**src/design/drl_pkg.sv**
```systemverilog
`default_nettype none

package drl_pkg;

  localparam int DRL_MAX_FIELD_BYTES = 8;

  localparam int CLUSTERS_W = 64;
  localparam int START_W = 63;
  localparam int STATUS_W = 3;

  localparam logic [STATUS_W-1:0] ST_RUN       = 3'd0;
  localparam logic [STATUS_W-1:0] ST_LIST_END  = 3'd1;
  localparam logic [STATUS_W-1:0] ST_BAD_HDR   = 3'd2;
  localparam logic [STATUS_W-1:0] ST_TRUNCATED = 3'd3;
  localparam logic [STATUS_W-1:0] ST_RANGE     = 3'd4;

  typedef struct packed {
    logic [CLUSTERS_W-1:0] run_clusters;
    logic [START_W-1:0]    run_start_cluster;
    logic                  sparse_run;
    logic [STATUS_W-1:0]   status;
    logic                  list_done;
  } result_t;

endpackage

`default_nettype wire

```
**src/design/data_run_list_decoder.sv**
```systemverilog
`default_nettype none

// Streaming decoder for a file-system data run list. Bytes of the list enter on
// the s_ side, one per transaction, with s_tlast on the last byte of the list
// region; each decoded run, list end or error leaves on the m_ side, with m_tlast
// set on the transaction that closes the list. A consumer should drop the runs of
// any list whose closing transaction carries an error status. The block takes one
// byte per cycle: a byte is captured in an input register and then decoded by a
// single pass of merge, sign-extend and one 64-bit add into a four-entry result
// queue. Only a run finished on the region's last byte makes two results, so the
// queue only throttles s_tready when m_tready is held low.
module data_run_list_decoder import drl_pkg::*; #(
  parameter int MAX_FIELD_BYTES = DRL_MAX_FIELD_BYTES
) (
  input  wire logic         clk,
  input  wire logic         rst,
  input  wire logic         s_tvalid,
  output logic              s_tready,
  input  wire logic [7:0]   s_tdata,   // data_byte
  input  wire logic         s_tlast,   // final_byte
  output logic              m_tvalid,
  input  wire logic         m_tready,
  output logic [127:0]      m_tdata,   // run_clusters [63:0], run_start_cluster [126:64], zero
  output logic [3:0]        m_tuser,   // sparse_run [0], status [3:1]
  output logic              m_tlast    // list_done
);

  logic       stage_valid;
  logic [7:0] stage_byte;
  logic       stage_final;
  logic       stage_fire;
  logic       room;
  logic       res0_valid;
  logic       res1_valid;
  result_t    res0;
  result_t    res1;
  result_t    out_data;

  assign stage_fire = stage_valid && room;
  assign s_tready   = !stage_valid || room;

  always_ff @(posedge clk) begin
    if (rst) begin
      stage_valid <= 1'b0;
    end else if (s_tready) begin
      stage_valid <= s_tvalid;
    end
  end

  always_ff @(posedge clk) begin
    if (s_tvalid && s_tready) begin
      stage_byte  <= s_tdata;
      stage_final <= s_tlast;
    end
  end

  drl_core #(
    .MAX_FIELD_BYTES(MAX_FIELD_BYTES)
  ) u_core (
    .clk        (clk),
    .rst        (rst),
    .step_valid (stage_fire),
    .step_byte  (stage_byte),
    .step_final (stage_final),
    .res0_valid (res0_valid),
    .res0       (res0),
    .res1_valid (res1_valid),
    .res1       (res1)
  );

  drl_result_fifo u_fifo (
    .clk       (clk),
    .rst       (rst),
    .push0     (res0_valid),
    .data0     (res0),
    .push1     (res1_valid),
    .data1     (res1),
    .room      (room),
    .out_valid (m_tvalid),
    .out_data  (out_data),
    .out_ready (m_tready)
  );

  assign m_tdata = {1'b0, out_data.run_start_cluster, out_data.run_clusters};
  assign m_tuser = {out_data.status, out_data.sparse_run};
  assign m_tlast = out_data.list_done;

endmodule

`default_nettype wire

```
**src/design/drl_core.sv**
```systemverilog
`default_nettype none

module drl_core import drl_pkg::*; #(
  parameter int MAX_FIELD_BYTES = DRL_MAX_FIELD_BYTES
) (
  input  wire logic       clk,
  input  wire logic       rst,
  input  wire logic       step_valid,
  input  wire logic [7:0] step_byte,
  input  wire logic       step_final,
  output logic            res0_valid,
  output result_t         res0,
  output logic            res1_valid,
  output result_t         res1
);

  localparam logic [1:0] PH_HEADER = 2'd0;
  localparam logic [1:0] PH_COUNT  = 2'd1;
  localparam logic [1:0] PH_DELTA  = 2'd2;
  localparam logic [1:0] PH_SKIP   = 2'd3;

  localparam logic [3:0] MAX_BYTES = 4'(MAX_FIELD_BYTES);

  logic [1:0]  phase, phase_next;
  logic [3:0]  length_bytes, length_bytes_next;
  logic [3:0]  offset_bytes, offset_bytes_next;
  logic [3:0]  byte_position, byte_position_next;
  logic [63:0] count_acc, count_acc_next;
  logic [63:0] delta_acc, delta_acc_next;
  logic [62:0] current_cluster, current_cluster_next;

  logic [63:0] count_merged;
  logic [63:0] delta_merged;
  logic [63:0] delta_ext;
  logic [63:0] start_sum;
  logic [3:0]  pos_inc;
  logic [3:0]  hdr_lb;
  logic [3:0]  hdr_ob;
  logic [6:0]  sign_pos;
  logic        delta_sign;
  logic        clear_all;
  logic        done_run;

  assign pos_inc = byte_position + 4'd1;
  assign hdr_lb = step_byte[3:0];
  assign hdr_ob = step_byte[7:4];
  assign sign_pos = {offset_bytes, 3'b000} - 7'd1;
  assign delta_sign = delta_merged[sign_pos[5:0]];

  // Each incoming field byte lands in its own lane of the little-endian accumulator.
  always_comb begin
    count_merged = count_acc;
    delta_merged = delta_acc;
    count_merged[{byte_position[2:0], 3'b000} +: 8] =
      count_acc[{byte_position[2:0], 3'b000} +: 8] | step_byte;
    delta_merged[{byte_position[2:0], 3'b000} +: 8] =
      delta_acc[{byte_position[2:0], 3'b000} +: 8] | step_byte;
  end

  always_comb begin
    delta_ext = delta_merged;
    for (int i = 0; i < 8; i++) begin
      if (4'(i) >= offset_bytes && delta_sign) begin
        delta_ext[8*i +: 8] = 8'hFF;
      end
    end
  end

  // The running cluster is never negative, so bit 63 of the sum flags both
  // signed overflow and a negative start.
  assign start_sum = {1'b0, current_cluster} + delta_ext;

  always_comb begin
    phase_next           = phase;
    length_bytes_next    = length_bytes;
    offset_bytes_next    = offset_bytes;
    byte_position_next   = byte_position;
    count_acc_next       = count_acc;
    delta_acc_next       = delta_acc;
    current_cluster_next = current_cluster;
    clear_all            = 1'b0;
    done_run             = 1'b0;
    res0_valid           = 1'b0;
    res1_valid           = 1'b0;
    res0                 = '0;
    res1                 = '0;
    res1.status          = ST_TRUNCATED;
    res1.list_done       = 1'b1;
    res0.list_done       = 1'b1;

    if (step_valid) begin
      case (phase)
        PH_HEADER: begin
          if (step_byte == 8'd0) begin
            res0_valid  = 1'b1;
            res0.status = ST_LIST_END;
          end else if (hdr_lb == 4'd0 || hdr_lb > MAX_BYTES || hdr_ob > MAX_BYTES) begin
            res0_valid  = 1'b1;
            res0.status = ST_BAD_HDR;
          end else if (step_final) begin
            res0_valid  = 1'b1;
            res0.status = ST_TRUNCATED;
          end else begin
            length_bytes_next  = hdr_lb;
            offset_bytes_next  = hdr_ob;
            byte_position_next = 4'd0;
            count_acc_next     = '0;
            delta_acc_next     = '0;
            phase_next         = PH_COUNT;
          end
        end
        PH_COUNT: begin
          count_acc_next     = count_merged;
          byte_position_next = pos_inc;
          if (pos_inc >= length_bytes) begin
            if (offset_bytes == 4'd0) begin
              done_run = 1'b1;
            end else begin
              byte_position_next = 4'd0;
              phase_next         = PH_DELTA;
            end
          end
          if (!done_run && step_final) begin
            res0_valid  = 1'b1;
            res0.status = ST_TRUNCATED;
          end
        end
        PH_DELTA: begin
          delta_acc_next     = delta_merged;
          byte_position_next = pos_inc;
          if (pos_inc >= offset_bytes) begin
            done_run = 1'b1;
          end else if (step_final) begin
            res0_valid  = 1'b1;
            res0.status = ST_TRUNCATED;
          end
        end
        default: begin
          if (step_final) begin
            clear_all = 1'b1;
          end
        end
      endcase

      if (done_run) begin
        res0_valid = 1'b1;
        if (offset_bytes != 4'd0 && start_sum[63]) begin
          res0.status = ST_RANGE;
        end else begin
          res0.run_clusters = (phase == PH_COUNT) ? count_merged : count_acc;
          res0.sparse_run   = (offset_bytes == 4'd0);
          res0.status       = ST_RUN;
          res0.list_done    = 1'b0;
          if (offset_bytes != 4'd0) begin
            res0.run_start_cluster = start_sum[62:0];
            current_cluster_next   = start_sum[62:0];
          end
          count_acc_next     = '0;
          delta_acc_next     = '0;
          byte_position_next = 4'd0;
          phase_next         = PH_HEADER;
          res1_valid         = step_final;
        end
      end

      // Any result that closes the list sends the block to skip mode, and the
      // final byte of the region always starts a fresh list.
      if (res0_valid && res0.list_done) begin
        phase_next = PH_SKIP;
      end
      if (step_final) begin
        clear_all = 1'b1;
      end
    end

    if (clear_all) begin
      phase_next           = PH_HEADER;
      length_bytes_next    = 4'd0;
      offset_bytes_next    = 4'd0;
      byte_position_next   = 4'd0;
      count_acc_next       = '0;
      delta_acc_next       = '0;
      current_cluster_next = '0;
    end
  end

  always_ff @(posedge clk) begin
    if (rst) begin
      phase           <= PH_HEADER;
      length_bytes    <= 4'd0;
      offset_bytes    <= 4'd0;
      byte_position   <= 4'd0;
      count_acc       <= '0;
      delta_acc       <= '0;
      current_cluster <= '0;
    end else begin
      phase           <= phase_next;
      length_bytes    <= length_bytes_next;
      offset_bytes    <= offset_bytes_next;
      byte_position   <= byte_position_next;
      count_acc       <= count_acc_next;
      delta_acc       <= delta_acc_next;
      current_cluster <= current_cluster_next;
    end
  end

endmodule

`default_nettype wire

```
**src/design/drl_result_fifo.sv**
```systemverilog
`default_nettype none

module drl_result_fifo import drl_pkg::*; (
  input  wire logic    clk,
  input  wire logic    rst,
  input  wire logic    push0,
  input  wire result_t data0,
  input  wire logic    push1,
  input  wire result_t data1,
  output logic         room,
  output logic         out_valid,
  output result_t      out_data,
  input  wire logic    out_ready
);

  result_t    entries [4];
  logic [1:0] wr_ptr, wr_ptr_next;
  logic [1:0] rd_ptr, rd_ptr_next;
  logic [2:0] fill, fill_next;
  logic       pop;
  logic [1:0] n_push;

  // Room means two free entries, enough for the largest burst one byte can make.
  assign room      = (fill <= 3'd2);
  assign out_valid = (fill != 3'd0);
  assign out_data  = entries[rd_ptr];
  assign pop       = out_valid && out_ready;
  assign n_push    = {1'b0, push0} + {1'b0, push1};

  always_comb begin
    wr_ptr_next = wr_ptr + n_push;
    rd_ptr_next = rd_ptr + {1'b0, pop};
    fill_next   = fill + {1'b0, n_push} - {2'b00, pop};
  end

  always_ff @(posedge clk) begin
    if (push0) begin
      entries[wr_ptr] <= data0;
    end
    if (push1) begin
      entries[wr_ptr + 2'd1] <= data1;
    end
  end

  always_ff @(posedge clk) begin
    if (rst) begin
      wr_ptr <= 2'd0;
      rd_ptr <= 2'd0;
      fill   <= 3'd0;
    end else begin
      wr_ptr <= wr_ptr_next;
      rd_ptr <= rd_ptr_next;
      fill   <= fill_next;
    end
  end

endmodule

`default_nettype wire
```
**config.mk**
```make
export PLATFORM = sky130hd
export DESIGN_NAME = data_run_list_decoder
export DESIGN_NICKNAME = d
export VERILOG_FILES = /design/src/design/drl_pkg.sv /design/src/design/data_run_list_decoder.sv /design/src/design/drl_core.sv /design/src/design/drl_result_fifo.sv
export SDC_FILE = /design/constraint.sdc
export NUM_CORES = 2
export LEC_CHECK = 0
export ABC_CLOCK_PERIOD_IN_PS = 11800
export BUFFER_PORTS_ARGS = -buffer_cell sky130_fd_sc_hd__buf_4
export CORE_UTILIZATION = 48
export DETAILED_ROUTE_END_ITERATION = 6
export PLACE_DENSITY = 0.61
export SYNTH_ARGS = -nofsm -noshare
export SYNTH_HDL_FRONTEND = slang
export SYNTH_SLANG_ARGS = --single-unit
export TNS_END_PERCENT = 1
```
**constraint.sdc**
```tcl
create_clock -name clk -period 11.8 [get_ports clk]
set_clock_uncertainty 0.15 [all_clocks]
set_input_delay 1.77 -clock clk [delete_from_list [all_inputs] [get_ports clk]]
set_output_delay 1.77 -clock clk [all_outputs]
set_load 0.03 [all_outputs]
```
==> impl_metrics.json <==
{
  "rsz0062_at_grt": "no",
  "ys_types": 92,
  "yosysTopAreaCell": "dfxtp_1",
  "crit_chain": "inv_1, ha_1, nand3_1, nand2_1, mux4_2, a211oi_1, or3_1, nand2_1, nor2_1, a221o_1, ha_1, o21ai_1, a211oi_1, o2111ai_1, a211oi_1, nor3_1, buf_4, o211ai_1, xnor2_2, buf_4, a211oi_2, and2_4, buf_4, a21oi_1",
  "netlist_instances": 4383,
  "gr-total-overflow": 0,
  "yosysMostFrequentCell": "nand2_1",
  "hold_viol": 0,
  "htreeDepth": 3,
  "cts_tree": "done",
  "vdd_drop_max_mv": 0.1838,
  "vias": 33335,
  "slowest_stage": "dfxtp_1",
  "tns_ps": 0,
  "slew_headroom_pct": 5.049,
  "synth_edf_count": 9,
  "cts_buffer_depth": 3,
  "dp_hpwl_um": 81770,
  "cts_setup_buffers": 0,
  "crit_family": "compound AO/OA/AOI/OAI gates",
  "synthSimpleGateAreaFrac_pct": 20.14,
  "status": "completed",
  "synth_compound_area_share_pct": 20.08,
  "max_cap_violations": 0,
  "synth_area_mm2": 0.03725,
  "p_leak_nw": 14.89,
  "fill_cells": 7187,
  "root_buffer": "clkbuf_16",
  "power_frac_comb_pct": 12.8,
  "clk_pin_slew_ps": 60,
  "initial_core_util_pct": 48.80,
  "ctsHoldBuffers": 0,
  "die_height_um": 280.6,
  "power.internal_mw": 4.406,
  "worst-setup-path-type": "register to register",
  "fin_crit_ps": 10400,
  "min_path_type": "register to register",
  "min_period_over_period_pct": 88.10,
  "wl_um": 127300,
  "synth_fa_ha_area_share_pct": 3.131,
  "critPathLaunch": "u_core.byte_position[2]$_SDFFE_PP0P_",
  "fmax_ghz": 0.09619,
  "grt_pass1_wl_um": 192000,
  "synthArstFlopShare_pct": 0,
  "drive_above_1_share_pct": 13.25,
  "synthFlopType": "dfxtp_1",
  "routed_via_density": 6.146,
  "grt_pass1_vias": 31075,
  "synth_top_area_share_pct": 39.83,
  "synthXorXnorAreaFrac_pct": 1.105,
  "cts_buffers": 83,
  "layout.nets": 4431,
  "synthTopCellsByCount": "1,004 x nand2_1, 741 x dfxtp_1, 654 x a21oi_1",
  "grt_max_degree": 161,
  "cp-start-kind": "register",
  "p_sw_mw": 1.691,
  "maxSlewViolCount": 0,
  "cp_slowest_stage_delay_ps": 890,
  "path_buf_inv": 4,
  "synth.area.top_cells": "dfxtp_1 40%, nand2_1 10%, mux4_2 9.9%",
  "drtAntennaViolNets": 0,
  "netSwitchingFraction_pct": 27.73,
  "cts.sinks": 750,
  "cp_max_fo": 61,
  "synth_warnings": 0,
  "worst_slew_pin_slew_ps": 1416,
  "core_area_mm2": 0.07633,
  "ys_ff_latch": 750,
  "synth_nets": 4488,
  "drt_iter0_drc": 3589,
  "drc": 0,
  "io_buffers": 146,
  "muxShareOfSynthArea_pct": 10.78,
  "place.gp.congestion": 0.9554,
  "grt_antenna_before_repair": 5,
  "drt-pass1-iter-count": 6,
  "die_w_um": 280.6,
  "ios": 148,
  "setup_viol": 0,
  "worstPathRequired_ps": 12160,
  "clock_latency_ps": 650,
  "crit_path_end_kind": "register",
  "synth_top_family_by_area": "simple AND/OR/NAND/NOR gates",
  "avgSynthCellArea_um2": 8.498,
  "synth_seq_area_share_pct": 40.55,
  "arrival_ps": 10760,
  "min-delay-start": "u_fifo.entries[2][112]$_SDFFE_PP0P_",
  "grt_util_all_layers_pct": 31.70,
  "power_frac_seq_pct": 43.4,
  "rows": 101,
  "antenna_cells": 0,
  "die-area_mm2": 0.07872,
  "power_mw": 6.096,
  "r2r-start": "u_core.byte_position[2]$_SDFFE_PP0P_",
  "wl_per_cell_um": 23.47,
  "ctsResizeCount": 0,
  "area_delta_synth_final_pct": 11.99,
  "clock_power_share_pct": 43.8,
  "power_density_mw_per_mm2": 146.1
}
[tightest hold or removal path, stage by stage, from the launching register on]
cell and delay, ps:
dfxtp_1 300, nand2_1 50, a21oi_1 50
[stage by stage]
stage | hold WS, ps | std cells | utilization (%) | area (um^2) | setup WS, ps
detailed placement | 291.3 | 5270 | 50.95 | 38890 | 1733
floorplan | 278.7 | 4383 | - | 37250 | 3453
global route | 312.7 | 5424 | 54.65 | 41720 | 869.8
CTS | 299.1 | 5423 | 54.64 | 41710 | 1706
finish | 298.1 | 5424 | 54.65 | 41720 | 1404
global placement | 284.4 | 5270 | 50.95 | 38890 | 1991
[flip-flops by register name (all words and copies together), names as in the netlist]
| signal | flops |
|---|---|
| u_fifo.entries | 528 |
| u_core.current_cluster | 63 |
| u_fifo.wr_ptr | 2 |
| u_core.count_acc | 64 |
| u_core.byte_position | 4 |
| stage_valid | 1 |
| u_core.phase | 2 |
| stage_byte | 8 |
| u_core.offset_bytes | 4 |
| u_core.delta_acc | 64 |
| u_core.length_bytes | 4 |
| u_fifo.rd_ptr | 2 |
| u_fifo.fill | 3 |
| stage_final | 1 |
[path summary, 6_finish.rpt]
path / end / slack [ps] / cells after the start
setup reg to reg: u_fifo.entries[3][29]$_SDFFE_PP0P_ / 1400 / 24
hold / removal: u_fifo.entries[2][112]$_SDFFE_PP0P_ / 300 / 2
hold reg to reg: u_fifo.entries[2][112]$_SDFFE_PP0P_ / 300 / 2
setup / recovery: u_fifo.entries[3][29]$_SDFFE_PP0P_ / 1400 / 24
[cell type report]
cell class | count | area (um^2) | area share [%]
Clock buffer | 121 | 2450 | 5.873
Clock inverter | 32 | 370.4 | 0.8878
Inverter | 48 | 180.2 | 0.4319
Multi-Input combinational cell | 3234 | 20680 | 49.57
Sequential cell | 750 | 15110 | 36.23
Tap cell | 1030 | 1289 | 3.089
Timing Repair Buffer | 209 | 1632 | 3.911
[cells in the final DEF (no fill, tap or decap), types with 17 or more instances in the layout]
cell       instances
a211o_1           17
mux4_2           164
inv_1             45
and3_1            17
o21bai_1          19
a221o_1           20
ha_1              90
nand2_1         1004
a21o_1            26
dfxtp_1          737
xnor2_1           31
nor2_1           162
clkbuf_16         83
nand4_1           25
nor3_1            59
mux2i_1           30
a22o_1            98
nand3b_1          19
a21oi_1          654
nand3_1          272
nor2b_1           23
and2_1            50
a211oi_1          41
clkbuf_8          23
o211ai_1          63
o21ai_0          102
buf_4            204
[routing by layer]
layer	share of wire (%)	wire, um	GRT usage (%)	vias to the layer above
met3	10	13360	9.568	208
li1	-	-	-	15583
met4	2.7	3498	9.724	4
met2	43	54330	45.98	1386
met5	0.086	110	0.9381	-
met1	44	55990	44.82	16154
[power by group through the flow]
stage,Clock (mW),Combinational [mW],Sequential (mW)
floorplan,0,0.579,2.65
global placement,0,0.773,2.70
detailed placement,0,0.774,2.70
CTS,2.71,0.777,2.65
global route,2.81,0.827,2.65
finish,2.67,0.778,2.65
[logic make-up after synthesis]
logic type      after synthesis
compound gates             1186
xor+xnor                     47
fa+ha+maj                    92
buf+inv                     399
flops                       750
mux                         196
other cells                   1
simple gates               1712
Power figures use the tool's default switching activity.
